### src/rtl/tit_pkg.sv
// shared types and codes for the trusted id table
package tit_pkg;

  typedef enum logic [1:0] {
    CMD_QUERY  = 2'd0,
    CMD_ADD    = 2'd1,
    CMD_REMOVE = 2'd2
  } tit_cmd_e;

  typedef enum logic [1:0] {
    ST_DONE    = 2'd0,
    ST_PRESENT = 2'd1,
    ST_FULL    = 2'd2,
    ST_NOMATCH = 2'd3
  } tit_status_e;

  typedef struct packed {
    logic load;
    logic step;
    logic commit;
  } tit_ctrl_t;

  typedef struct packed {
    logic last;
    logic out_busy;
  } tit_stat_t;

endpackage

### src/rtl/tit_if.sv
// request and response channel interfaces of the trusted id table
interface tit_req_if;
  logic               valid;
  logic               ready;
  logic [1:0]         command;
  logic [31:0]        pid;
  logic signed [63:0] creation_time;
  logic               process_found;

  modport source (output valid, command, pid, creation_time, process_found, input ready);
  modport sink   (input valid, command, pid, creation_time, process_found, output ready);
endinterface

interface tit_rsp_if;
  logic       valid;
  logic       ready;
  logic       trusted;
  logic [1:0] status;

  modport source (output valid, trusted, status, input ready);
  modport sink   (input valid, trusted, status, output ready);
endinterface

### src/rtl/tit_ctrl.sv
// sequencer for the table walk of one item
module tit_ctrl (
  input  logic              clk_i,
  input  logic              rst_ni,
  input  logic              in_valid_i,
  output logic              in_ready_o,
  input  tit_pkg::tit_stat_t stat_i,
  output tit_pkg::tit_ctrl_t ctrl_o
);
  import tit_pkg::*;

  typedef enum logic [1:0] {
    S_IDLE,
    S_SCAN,
    S_DRAIN,
    S_COMMIT
  } state_e;

  state_e state_q;

  always_ff @(posedge clk_i or negedge rst_ni) begin
    if (!rst_ni) begin
      state_q <= S_IDLE;
    end else begin
      case (state_q)
        S_IDLE: begin
          if (in_valid_i) state_q <= S_SCAN;
        end
        S_SCAN: begin
          if (stat_i.last) state_q <= S_DRAIN;
        end
        S_DRAIN: begin
          state_q <= S_COMMIT;
        end
        S_COMMIT: begin
          if (!stat_i.out_busy) state_q <= S_IDLE;
        end
        default: begin
          state_q <= S_IDLE;
        end
      endcase
    end
  end

  always_comb begin
    in_ready_o    = (state_q == S_IDLE);
    ctrl_o.load   = (state_q == S_IDLE) && in_valid_i;
    ctrl_o.step   = (state_q == S_SCAN);
    ctrl_o.commit = (state_q == S_COMMIT) && !stat_i.out_busy;
  end

endmodule

### src/rtl/tit_dp.sv
// slot memory, match trackers and result register
module tit_dp #(
  parameter int unsigned TableDepth = 16
) (
  input  logic               clk_i,
  input  logic               rst_ni,
  input  tit_pkg::tit_ctrl_t ctrl_i,
  output tit_pkg::tit_stat_t stat_o,
  input  logic [1:0]         command_i,
  input  logic [31:0]        pid_i,
  input  logic signed [63:0] creation_time_i,
  input  logic               process_found_i,
  input  logic               out_ready_i,
  output logic               out_valid_o,
  output logic               trusted_o,
  output logic [1:0]         status_o
);
  import tit_pkg::*;

  localparam int unsigned AW = (TableDepth > 1) ? $clog2(TableDepth) : 1;
  localparam logic [AW-1:0] LastIdx = AW'(TableDepth - 1);

  logic [31:0] id_mem   [TableDepth];
  logic [63:0] time_mem [TableDepth];
  logic [TableDepth-1:0] valid_q;

  logic [1:0]    cmd_q;
  logic [31:0]   pid_q;
  logic [63:0]   time_q;
  logic          found_q;
  logic [AW-1:0] addr_q;

  logic          rd_vld_q;
  logic          rd_ok_q;
  logic [31:0]   rd_id_q;
  logic [63:0]   rd_time_q;
  logic [AW-1:0] rd_idx_q;

  logic          hit_q;
  logic [AW-1:0] hit_idx_q;
  logic          trust_q;
  logic          free_q;
  logic [AW-1:0] free_idx_q;

  logic          out_valid_q;
  logic          trusted_q;
  logic [1:0]    status_q;

  logic [31:0] eff_id;
  logic [63:0] eff_time;
  logic        id_eq;
  logic        tm_eq;
  logic        hit_now;
  logic        free_now;
  logic        wr_en;
  logic        clr_en;
  logic        res_trusted;
  logic [1:0]  res_status;

  always_comb begin
    eff_id   = rd_ok_q ? rd_id_q : '0;
    eff_time = rd_ok_q ? rd_time_q : '0;
    id_eq    = (eff_id == pid_q);
    tm_eq    = (eff_time == time_q);
    hit_now  = (cmd_q == CMD_REMOVE) ? (id_eq && tm_eq) : id_eq;
    free_now = (eff_id == '0);
  end

  always_comb begin
    wr_en       = 1'b0;
    clr_en      = 1'b0;
    res_trusted = 1'b0;
    res_status  = ST_NOMATCH;
    case (cmd_q)
      CMD_QUERY: begin
        if (pid_q != '0 && hit_q) begin
          res_status  = ST_DONE;
          res_trusted = trust_q;
        end
      end
      CMD_ADD: begin
        if (pid_q == '0 || hit_q) begin
          res_status = ST_PRESENT;
        end else if (free_q) begin
          res_status = ST_DONE;
          wr_en      = 1'b1;
        end else begin
          res_status = ST_FULL;
        end
      end
      CMD_REMOVE: begin
        if (pid_q != '0 && hit_q) begin
          res_status = ST_DONE;
          clr_en     = 1'b1;
        end
      end
      default: begin
        res_status = ST_NOMATCH;
      end
    endcase
  end

  // payload side: memory, item fields, read data, tracker indexes and result fields
  always_ff @(posedge clk_i) begin
    if (ctrl_i.load) begin
      cmd_q   <= command_i;
      pid_q   <= pid_i;
      time_q  <= creation_time_i;
      found_q <= process_found_i;
    end
    if (ctrl_i.step) begin
      rd_id_q   <= id_mem[addr_q];
      rd_time_q <= time_mem[addr_q];
      rd_idx_q  <= addr_q;
    end
    if (rd_vld_q && hit_now && !hit_q) begin
      hit_idx_q <= rd_idx_q;
      trust_q   <= found_q && tm_eq;
    end
    if (rd_vld_q && free_now && !free_q) begin
      free_idx_q <= rd_idx_q;
    end
    if (ctrl_i.commit && wr_en) begin
      id_mem[free_idx_q]   <= pid_q;
      time_mem[free_idx_q] <= time_q;
    end
    if (ctrl_i.commit) begin
      trusted_q <= res_trusted;
      status_q  <= res_status;
    end
  end

  // control side
  always_ff @(posedge clk_i or negedge rst_ni) begin
    if (!rst_ni) begin
      valid_q     <= '0;
      addr_q      <= '0;
      rd_vld_q    <= 1'b0;
      rd_ok_q     <= 1'b0;
      hit_q       <= 1'b0;
      free_q      <= 1'b0;
      out_valid_q <= 1'b0;
    end else begin
      rd_vld_q <= ctrl_i.step;
      if (ctrl_i.load) begin
        addr_q <= '0;
        hit_q  <= 1'b0;
        free_q <= 1'b0;
      end else begin
        if (ctrl_i.step) begin
          addr_q  <= addr_q + 1'b1;
          rd_ok_q <= valid_q[addr_q];
        end
        if (rd_vld_q && hit_now) hit_q <= 1'b1;
        if (rd_vld_q && free_now) free_q <= 1'b1;
      end
      if (ctrl_i.commit && wr_en) valid_q[free_idx_q] <= 1'b1;
      if (ctrl_i.commit && clr_en) valid_q[hit_idx_q] <= 1'b0;
      if (ctrl_i.commit) begin
        out_valid_q <= 1'b1;
      end else if (out_ready_i) begin
        out_valid_q <= 1'b0;
      end
    end
  end

  always_comb begin
    stat_o.last     = (addr_q == LastIdx);
    stat_o.out_busy = out_valid_q && !out_ready_i;
  end

  assign out_valid_o = out_valid_q;
  assign trusted_o   = trusted_q;
  assign status_o    = status_q;

endmodule

### src/rtl/trusted_id_table.sv
// top level of the trusted process id table
// the walk reads one slot per cycle over the single read port of the slot memory
// a new item is taken while the previous result still waits in the output register
// reset: asynchronous, clears all slot valid bits so the table starts empty at once
module trusted_id_table #(
  parameter int unsigned TABLE_DEPTH = 16
) (
  input  logic  clk_i,
  input  logic  rst_ni,
  tit_req_if.sink   req_i,
  tit_rsp_if.source rsp_o
);
  import tit_pkg::*;

  tit_ctrl_t ctrl;
  tit_stat_t stat;

  tit_ctrl u_ctrl (
    .clk_i      (clk_i),
    .rst_ni     (rst_ni),
    .in_valid_i (req_i.valid),
    .in_ready_o (req_i.ready),
    .stat_i     (stat),
    .ctrl_o     (ctrl)
  );

  tit_dp #(
    .TableDepth (TABLE_DEPTH)
  ) u_dp (
    .clk_i           (clk_i),
    .rst_ni          (rst_ni),
    .ctrl_i          (ctrl),
    .stat_o          (stat),
    .command_i       (req_i.command),
    .pid_i           (req_i.pid),
    .creation_time_i (req_i.creation_time),
    .process_found_i (req_i.process_found),
    .out_ready_i     (rsp_o.ready),
    .out_valid_o     (rsp_o.valid),
    .trusted_o       (rsp_o.trusted),
    .status_o        (rsp_o.status)
  );

endmodule

### src/flat_wrapper.sv
// flat-port wrapper written by rule: the top's interface ports become plain ports
module trusted_id_table_flat import tit_pkg::*;
#(
  parameter int unsigned TABLE_DEPTH = 16
)
  (clk_i, rst_ni, req_i_valid, req_i_command, req_i_pid, req_i_creation_time, req_i_process_found, req_i_ready, rsp_o_valid, rsp_o_trusted, rsp_o_status, rsp_o_ready);
  tit_req_if req_i_i ();
  tit_rsp_if rsp_o_i ();
  input  logic clk_i;
  input  logic rst_ni;
  input wire logic [$bits(req_i_i.valid)-1:0] req_i_valid;
  input wire logic [$bits(req_i_i.command)-1:0] req_i_command;
  input wire logic [$bits(req_i_i.pid)-1:0] req_i_pid;
  input wire logic [$bits(req_i_i.creation_time)-1:0] req_i_creation_time;
  input wire logic [$bits(req_i_i.process_found)-1:0] req_i_process_found;
  output wire logic [$bits(req_i_i.ready)-1:0] req_i_ready;
  output wire logic [$bits(rsp_o_i.valid)-1:0] rsp_o_valid;
  output wire logic [$bits(rsp_o_i.trusted)-1:0] rsp_o_trusted;
  output wire logic [$bits(rsp_o_i.status)-1:0] rsp_o_status;
  input wire logic [$bits(rsp_o_i.ready)-1:0] rsp_o_ready;
  assign req_i_i.valid = req_i_valid;
  assign req_i_i.command = req_i_command;
  assign req_i_i.pid = req_i_pid;
  assign req_i_i.creation_time = req_i_creation_time;
  assign req_i_i.process_found = req_i_process_found;
  assign req_i_ready = req_i_i.ready;
  assign rsp_o_valid = rsp_o_i.valid;
  assign rsp_o_trusted = rsp_o_i.trusted;
  assign rsp_o_status = rsp_o_i.status;
  assign rsp_o_i.ready = rsp_o_ready;
  trusted_id_table #(.TABLE_DEPTH(TABLE_DEPTH)) u_core (.clk_i(clk_i), .rst_ni(rst_ni), .req_i(req_i_i), .rsp_o(rsp_o_i));
endmodule
### config.mk
export PLATFORM = sky130hd
export DESIGN_NAME = trusted_id_table_flat
export DESIGN_NICKNAME = d
export VERILOG_FILES = /design/src/rtl/tit_pkg.sv /design/src/rtl/tit_if.sv /design/src/rtl/tit_ctrl.sv /design/src/rtl/tit_dp.sv /design/src/rtl/trusted_id_table.sv /design/src/flat_wrapper.sv
export SDC_FILE = /design/constraint.sdc
export NUM_CORES = 2
export LEC_CHECK = 0
export BUFFER_PORTS_ARGS = -buffer_cell sky130_fd_sc_hd__buf_2
export CORE_UTILIZATION = 53
export DETAILED_ROUTE_END_ITERATION = 12
export PLACE_DENSITY = 0.72
export SLEW_MARGIN = 20
export SYNTH_ARGS = -nofsm -noshare
export SYNTH_HDL_FRONTEND = slang
export SYNTH_HIERARCHICAL = 1
export SYNTH_SLANG_ARGS = --single-unit
### constraint.sdc
create_clock -name clk_i -period 8.3 [get_ports clk_i]
set_input_delay 1.66 -clock clk_i [delete_from_list [all_inputs] [get_ports clk_i]]
set_output_delay 1.66 -clock clk_i [all_outputs]
set_load 0.01 [all_outputs]
* Yosys cells after proc, flatten, opt, wreduce, memory -nomap -nowiden
Memory sizes are Yosys's and may differ from the RTL's. A register that Yosys moved wholly into a read port is not among the register bits.
Index checks and enable logic that the tools add are counted.
W data, S select, Z words.
** Storage, ports and cells
- Input port bits :: 103
- Memory bits (writable) :: 1536
- Word-level logic and storage cells :: 107
- Memories :: 2
- Register bits after elaboration :: 142
** Memory list
- u_core.u_dp.time_mem :: depth 16, bits a word 64, read ports 1, clocked after memory_dff 1, write ports 1, RTL line tit_dp.sv:24 : logic [63:0] time_mem [TableDepth];
- u_core.u_dp.id_mem :: depth 16, bits a word 32, read ports 1, clocked after memory_dff 1, write ports 1, RTL line tit_dp.sv:23 : logic [31:0] id_mem [TableDepth];
** Cells by class
- Reduce and logical (&&, ||, !) cells :: 32
- Add/subtract/negate cells :: 1
- Multiplexer cells :: 34
- Bitwise gates (word level) :: 4
- Equal/unequal tests :: 11
- Order comparisons :: 5
** Operators with widths (count)
- $eq A64 B64 Y1 :: 1
- $logic_not A32 Y1 :: 2
- $mux W64 :: 1
- $eq A32 B32 Y1 :: 1
- $mux W16 :: 2
- $mux W32 :: 1
- $reduce_bool A32 Y1 :: 1
- $mux W1 :: 17
- $and A16 B16 Y16 :: 1
- $not A16 Y16 :: 1
- $or A16 B16 Y16 :: 1
- $lt A4 B5 Y1 const B :: 3
- $logic_and A1 B1 Y1 :: 14
- $mux W2 :: 6
- $demux W1 S4 :: 2
- $ge A4 B1 Y1 const B :: 2
- $mux W4 :: 2
- $pmux W2 S4 :: 1
- $reduce_bool A2 Y1 :: 4
- $eq A2 B2 Y1 const B :: 3
- $add A4 B1 Y4 const B :: 1
- $bmux W1 S4 :: 1
- $eq A2 B1 Y1 const B :: 2
- $eq A4 B4 Y1 const B :: 1
- 10 further kinds :: 16

* Depth between registers and ports, before layout
- Depth in word-level cells :: 8
- Gate-level depth with buffers :: 10

* Modules after synthesis
Netlist, hierarchy kept.
** By module, submodules not included
- tit_dp :: cells each 2813, instances 1, seq. area each 53085.9 µm², area each 67450.9 µm²
- tit_ctrl :: cells each 17, instances 1, seq. area each 50.0 µm², area each 187.7 µm²

* Worst setup path before layout
OpenSTA, ideal clock, no wires.
- Path type :: in2reg
- Start point :: input port rsp_o_ready
- End point :: memory u_core.u_dp.id_mem[0][0] (enable)
- Stages on the path :: 6
- Slack :: -1.463 ns
- Setup time :: 0.671 ns
- Buffers on the path :: 0
- Arrival :: 9.093 ns
- Cell sequence :: nor2b_1 -> nor2b_1 -> nand4b_1 -> nor4_1 -> nand2b_1 -> nor3_1
** RTL lines
- from (decl) :: RTL line flat_wrapper.sv:20 : input wire logic [$bits(rsp_o_i.ready)-1:0] rsp_o_ready;
- to (decl) :: RTL line tit_dp.sv:23

* Final worst setup path
- Start point :: register u_core.u_dp.rd_ok_q
- End point :: register u_core.u_dp.hit_idx_q[0] (enable)
** Between the ends
- Word-level cells in the longest chain between the ends :: 6
- Elaborated cells on any way between the ends :: 8
- Classes of those cells :: eq/ne (2); mux (3); reduce/logical (3)
** RTL lines
- from (decl) :: RTL line tit_dp.sv:34 : logic rd_ok_q;
- from (signal assigned) :: RTL line tit_dp.sv:152 : rd_ok_q <= valid_q[addr_q];
- $mux W64 / $mux W32 (equally long branches) :: RTL line tit_dp.sv:62, tit_dp.sv:61
- $eq A64 B64 Y1 / $eq A32 B32 Y1 (equally long branches) :: RTL line tit_dp.sv:64, tit_dp.sv:63
- $logic_and A1 B1 Y1 :: RTL line tit_dp.sv:65 : hit_now = (cmd_q == CMD_REMOVE) ? (id_eq && tm_eq) : id_eq;
- $mux W1 * :: RTL line tit_dp.sv:65
- $logic_and A1 B1 Y1 * (2 in a row) :: RTL line tit_dp.sv:116 : if (rd_vld_q && hit_now && !hit_q) begin
- to (signal assigned) :: RTL line tit_dp.sv:117 : hit_idx_q <= rd_idx_q;
- to (decl) :: RTL line tit_dp.sv:40 : logic [AW-1:0] hit_idx_q;
Mark *: on every way between the ends. The rest lies on a longest branch, timed or not.
A chain may end at the register's enable or synchronous reset.

==> results.tsv <==
metric	value	unit
crit_path_start_kind	register	
dp_hpwl	77100	µm
syn_nets	2938	
grt_pass1_wl	221000	µm
status	finished, final reports clean	
clk-insertion-delay-late	810	ps
drive_gt1_frac	0.293	
yosysWarningCount	6	
grt_max_degree	154	
wl	150000	µm
viasPerCell	6.47	
cts_tree	built	
rows	130	
antenna_found_initial	5	
final_common_cell	edfxtp_1	
rsz0062_at_grt	false	
fin_nets	3158	
h-tree-depth	4	
hold_class	reg2reg	
num_vias	31300	
clock_skew	37.5	ps
die_y	359	µm
area_growth	12.0	%
p_int	0.0171	W
firstDrtPassIters	6	
final_cell_mix	edfxtp_1 (1747), mux4_2 (485), clkbuf_16 (176), buf_2 (107), o22ai_1 (57)	
p_leak	23.2	nW
layout.cells.non_filler	4842	
clock-sinks	1774	
drtIter0Drc	3773	
cts_buffers	171	
path_clk_slew	60	ps
setup_tns	0	ps
synth-seq-cells	1774	
start_util	0.537	
power_frac_comb	0.180	
rr_worst_depth	8	
insertedDiodeCount	0	
p_per_area	305	nW/µm²
portBuffers	107	
ys_types	47	
swShare	0.261	
synthesis.area	67600	µm²
cts.path.max_buffers	3	
timing.final.crit_share	0.538	
required	8770	ps
final_util	0.601	
drv_slew	0	
max-slew-margin-rel	0.218	
final-setup-viol-count	0	
holdWs	461	ps
p_switching	0.00604	W
post_synth.cell_area_avg	23.9	µm²
ant_nets	0	
drv_cap	0	
die_x	359	µm
critPathMaxFanout	67	
io_pins	108	
clkPwrFrac	0.323	
grt_pass1_vias	32600	
track_usage	0.236	
ctsHoldBuffers	0	
fin_crit	4460	ps
seq_area_frac_synth	0.786	
cts.repair.resized	0	
post_cts_buffers	0	
clock-root-buffer	clkbuf_16	
seq_power_share	0.498	
hold_violations	0	
gp_congestion	0.812	
drc	0	
min_path_cells	0	
layout_setup_ws	3840	ps
die-area	129000	µm²
core	126000	µm²
post-place-cells	4526	
fmax	0.224	GHz
vdd_ir_drop_max	0.273	mV
crit_arrival	4930	ps
r2r_setup_slack	3840	ps
grt.overflow.total	0	
wl_per_cell	30.9	µm
syn-instance-count	2830	
max_slew.worst_pin.slew	1170	ps
pre_cts_slack	3270	ps
path_class	reg2reg	
crit_path_end_kind	register	
==> synth_stat cells, drive strengths merged <==
| cell type | n | area share |
|---|---|---|
| a21boi | 1 | 0.00011 |
| inv | 13 | 0.00072 |
| nand3b | 9 | 0.0010 |
| nand2 | 30 | 0.0017 |
| nand3 | 38 | 0.0028 |
| o22a | 1 | 0.00013 |
| a2111oi | 1 | 0.00022 |
| a22oi | 11 | 0.0012 |
| a211o | 1 | 0.00013 |
| mux4 | 485 | 0.16 |
| dfrtp | 27 | 0.010 |
| xnor2 | 2 | 0.00026 |
| o2111ai | 2 | 0.00026 |
| nor2b | 5 | 0.00046 |
| o21ai | 8 | 0.00059 |
| or2 | 3 | 0.00028 |
| nand4 | 8 | 0.00074 |
| nor4b | 1 | 0.00013 |
| mux2 | 2 | 0.00039 |
| clkbuf | 53 | 0.0029 |
| o21a | 34 | 0.0038 |
| edfxtp | 1747 | 0.78 |
| mux2i | 4 | 0.00059 |
| a2bb2oi | 13 | 0.0017 |
| nor3 | 39 | 0.0029 |
| o22ai | 57 | 0.0053 |
| o221ai | 1 | 0.00039 |
| xor2 | 41 | 0.0053 |
| and3 | 2 | 0.00018 |
| and2 | 1 | 0.00011 |
| clkinv | 1 | 0.000055 |
| o31ai | 3 | 0.00033 |
| nor2 | 38 | 0.0021 |
| nand4b | 33 | 0.0043 |
| nand2b | 8 | 0.00074 |
| buf | 72 | 0.0071 |
| a21oi | 3 | 0.00022 |
| o32a | 5 | 0.00074 |
| a222oi | 2 | 0.00030 |
| nor4 | 20 | 0.0018 |
| ha | 5 | 0.00092 |
==> power groups by stage <==
| stage | clock network, W | registers (W) | logic (W) |
|---|---|---|---|
| 6_report | 0.00747 | 0.0115 | 0.00416 |
| 5_1_grt | 0.00792 | 0.0116 | 0.00443 |
| 4_1_cts | 0.00759 | 0.0115 | 0.00422 |
| 3_5_place_dp | 0 | 0.0117 | 0.00420 |
| 3_3_place_gp | 0 | 0.0116 | 0.00412 |
| 2_1_floorplan | 0 | 0.0113 | 0.00339 |
==> state kept, by name, indices dropped and copies added (netlist names), 2 cells and up <==
| register | cells |
|---|---|
| u_core/u_ctrl/state_q | 2 |
| u_core/u_dp/addr_q | 4 |
| u_core/u_dp/cmd_q | 2 |
| u_core/u_dp/free_idx_q | 4 |
| u_core/u_dp/hit_idx_q | 4 |
| u_core/u_dp/id_mem | 512 |
| u_core/u_dp/pid_q | 32 |
| u_core/u_dp/rd_id_q | 32 |
| u_core/u_dp/rd_idx_q | 4 |
| u_core/u_dp/rd_time_q | 64 |
| u_core/u_dp/status_o | 2 |
| u_core/u_dp/time_mem | 1024 |
| u_core/u_dp/time_q | 64 |
| u_core/u_dp/valid_q | 16 |
==> layer usage <==
layer / wire (µm) / global-route usage
met1: 58600 / 0.328
met2: 75100 / 0.384
met3: 12200 / 0.0411
met4: 3820 / 0.0756
met5: 14 / 0
==> per-stage QoR <==
stage	cell area, µm²	total power, W
after floorplan	67700	0.0147
after global placement	70300	0.0158
after detailed placement	70300	0.0159
after CTS	75800	0.0233
after global routing	75800	0.0239
final	75800	0.0232
==> final timing paths <==
| path | start | endpoint |
|---|---|---|
| max reg2reg | u_core/u_dp/rd_ok_q$_DFFE_PN0P_ | u_core/u_dp/hit_idx_q[0]$_DFFE_PP_ |
| min reg2reg | u_core/u_dp/rd_idx_q[2]$_DFFE_PP_ | u_core/u_dp/free_idx_q[2]$_DFFE_PP_ |
| min in group asynchronous | rst_ni | u_core/u_dp/free_q$_DFFE_PN0P_ |
| max | u_core/u_dp/rd_ok_q$_DFFE_PN0P_ | u_core/u_dp/hit_idx_q[0]$_DFFE_PP_ |
| min | u_core/u_dp/rd_idx_q[2]$_DFFE_PP_ | u_core/u_dp/free_idx_q[2]$_DFFE_PP_ |
| max in group asynchronous | rst_ni | u_core/u_dp/rd_ok_q$_DFFE_PN0P_ |
==> critical path, cell delays in order (launching register included) <==
cell and delay [ps]:
dfrtp_4 1040, buf_4 730, nand4b_1 160, o22ai_1 200
o22ai_1 200, nor4_1 800, nand4_1 290, a211o_1 380
nor2_1 310
==> layout make-up <==
| class | instances | area (µm²) |
|---|---|---|
| multi-input combinational | 917 | 13900 |
| timing repair buffer | 172 | 1170 |
| tap | 1650 | 2060 |
| inverter | 14 | 52.6 |
| clock buffer | 211 | 4570 |
| sequential | 1774 | 53200 |
| fill | 8391 | 50300 |
| clock inverter | 104 | 847 |
==> logic make-up after synthesis <==
group,synth area share
flops,0.786
xor+xnor,0.00557
mux,0.162
fa+ha+maj,0.000925
compound gates,0.0154
buf+inv,0.0108
simple gates,0.0192
(Power assumes the default switching activity.)
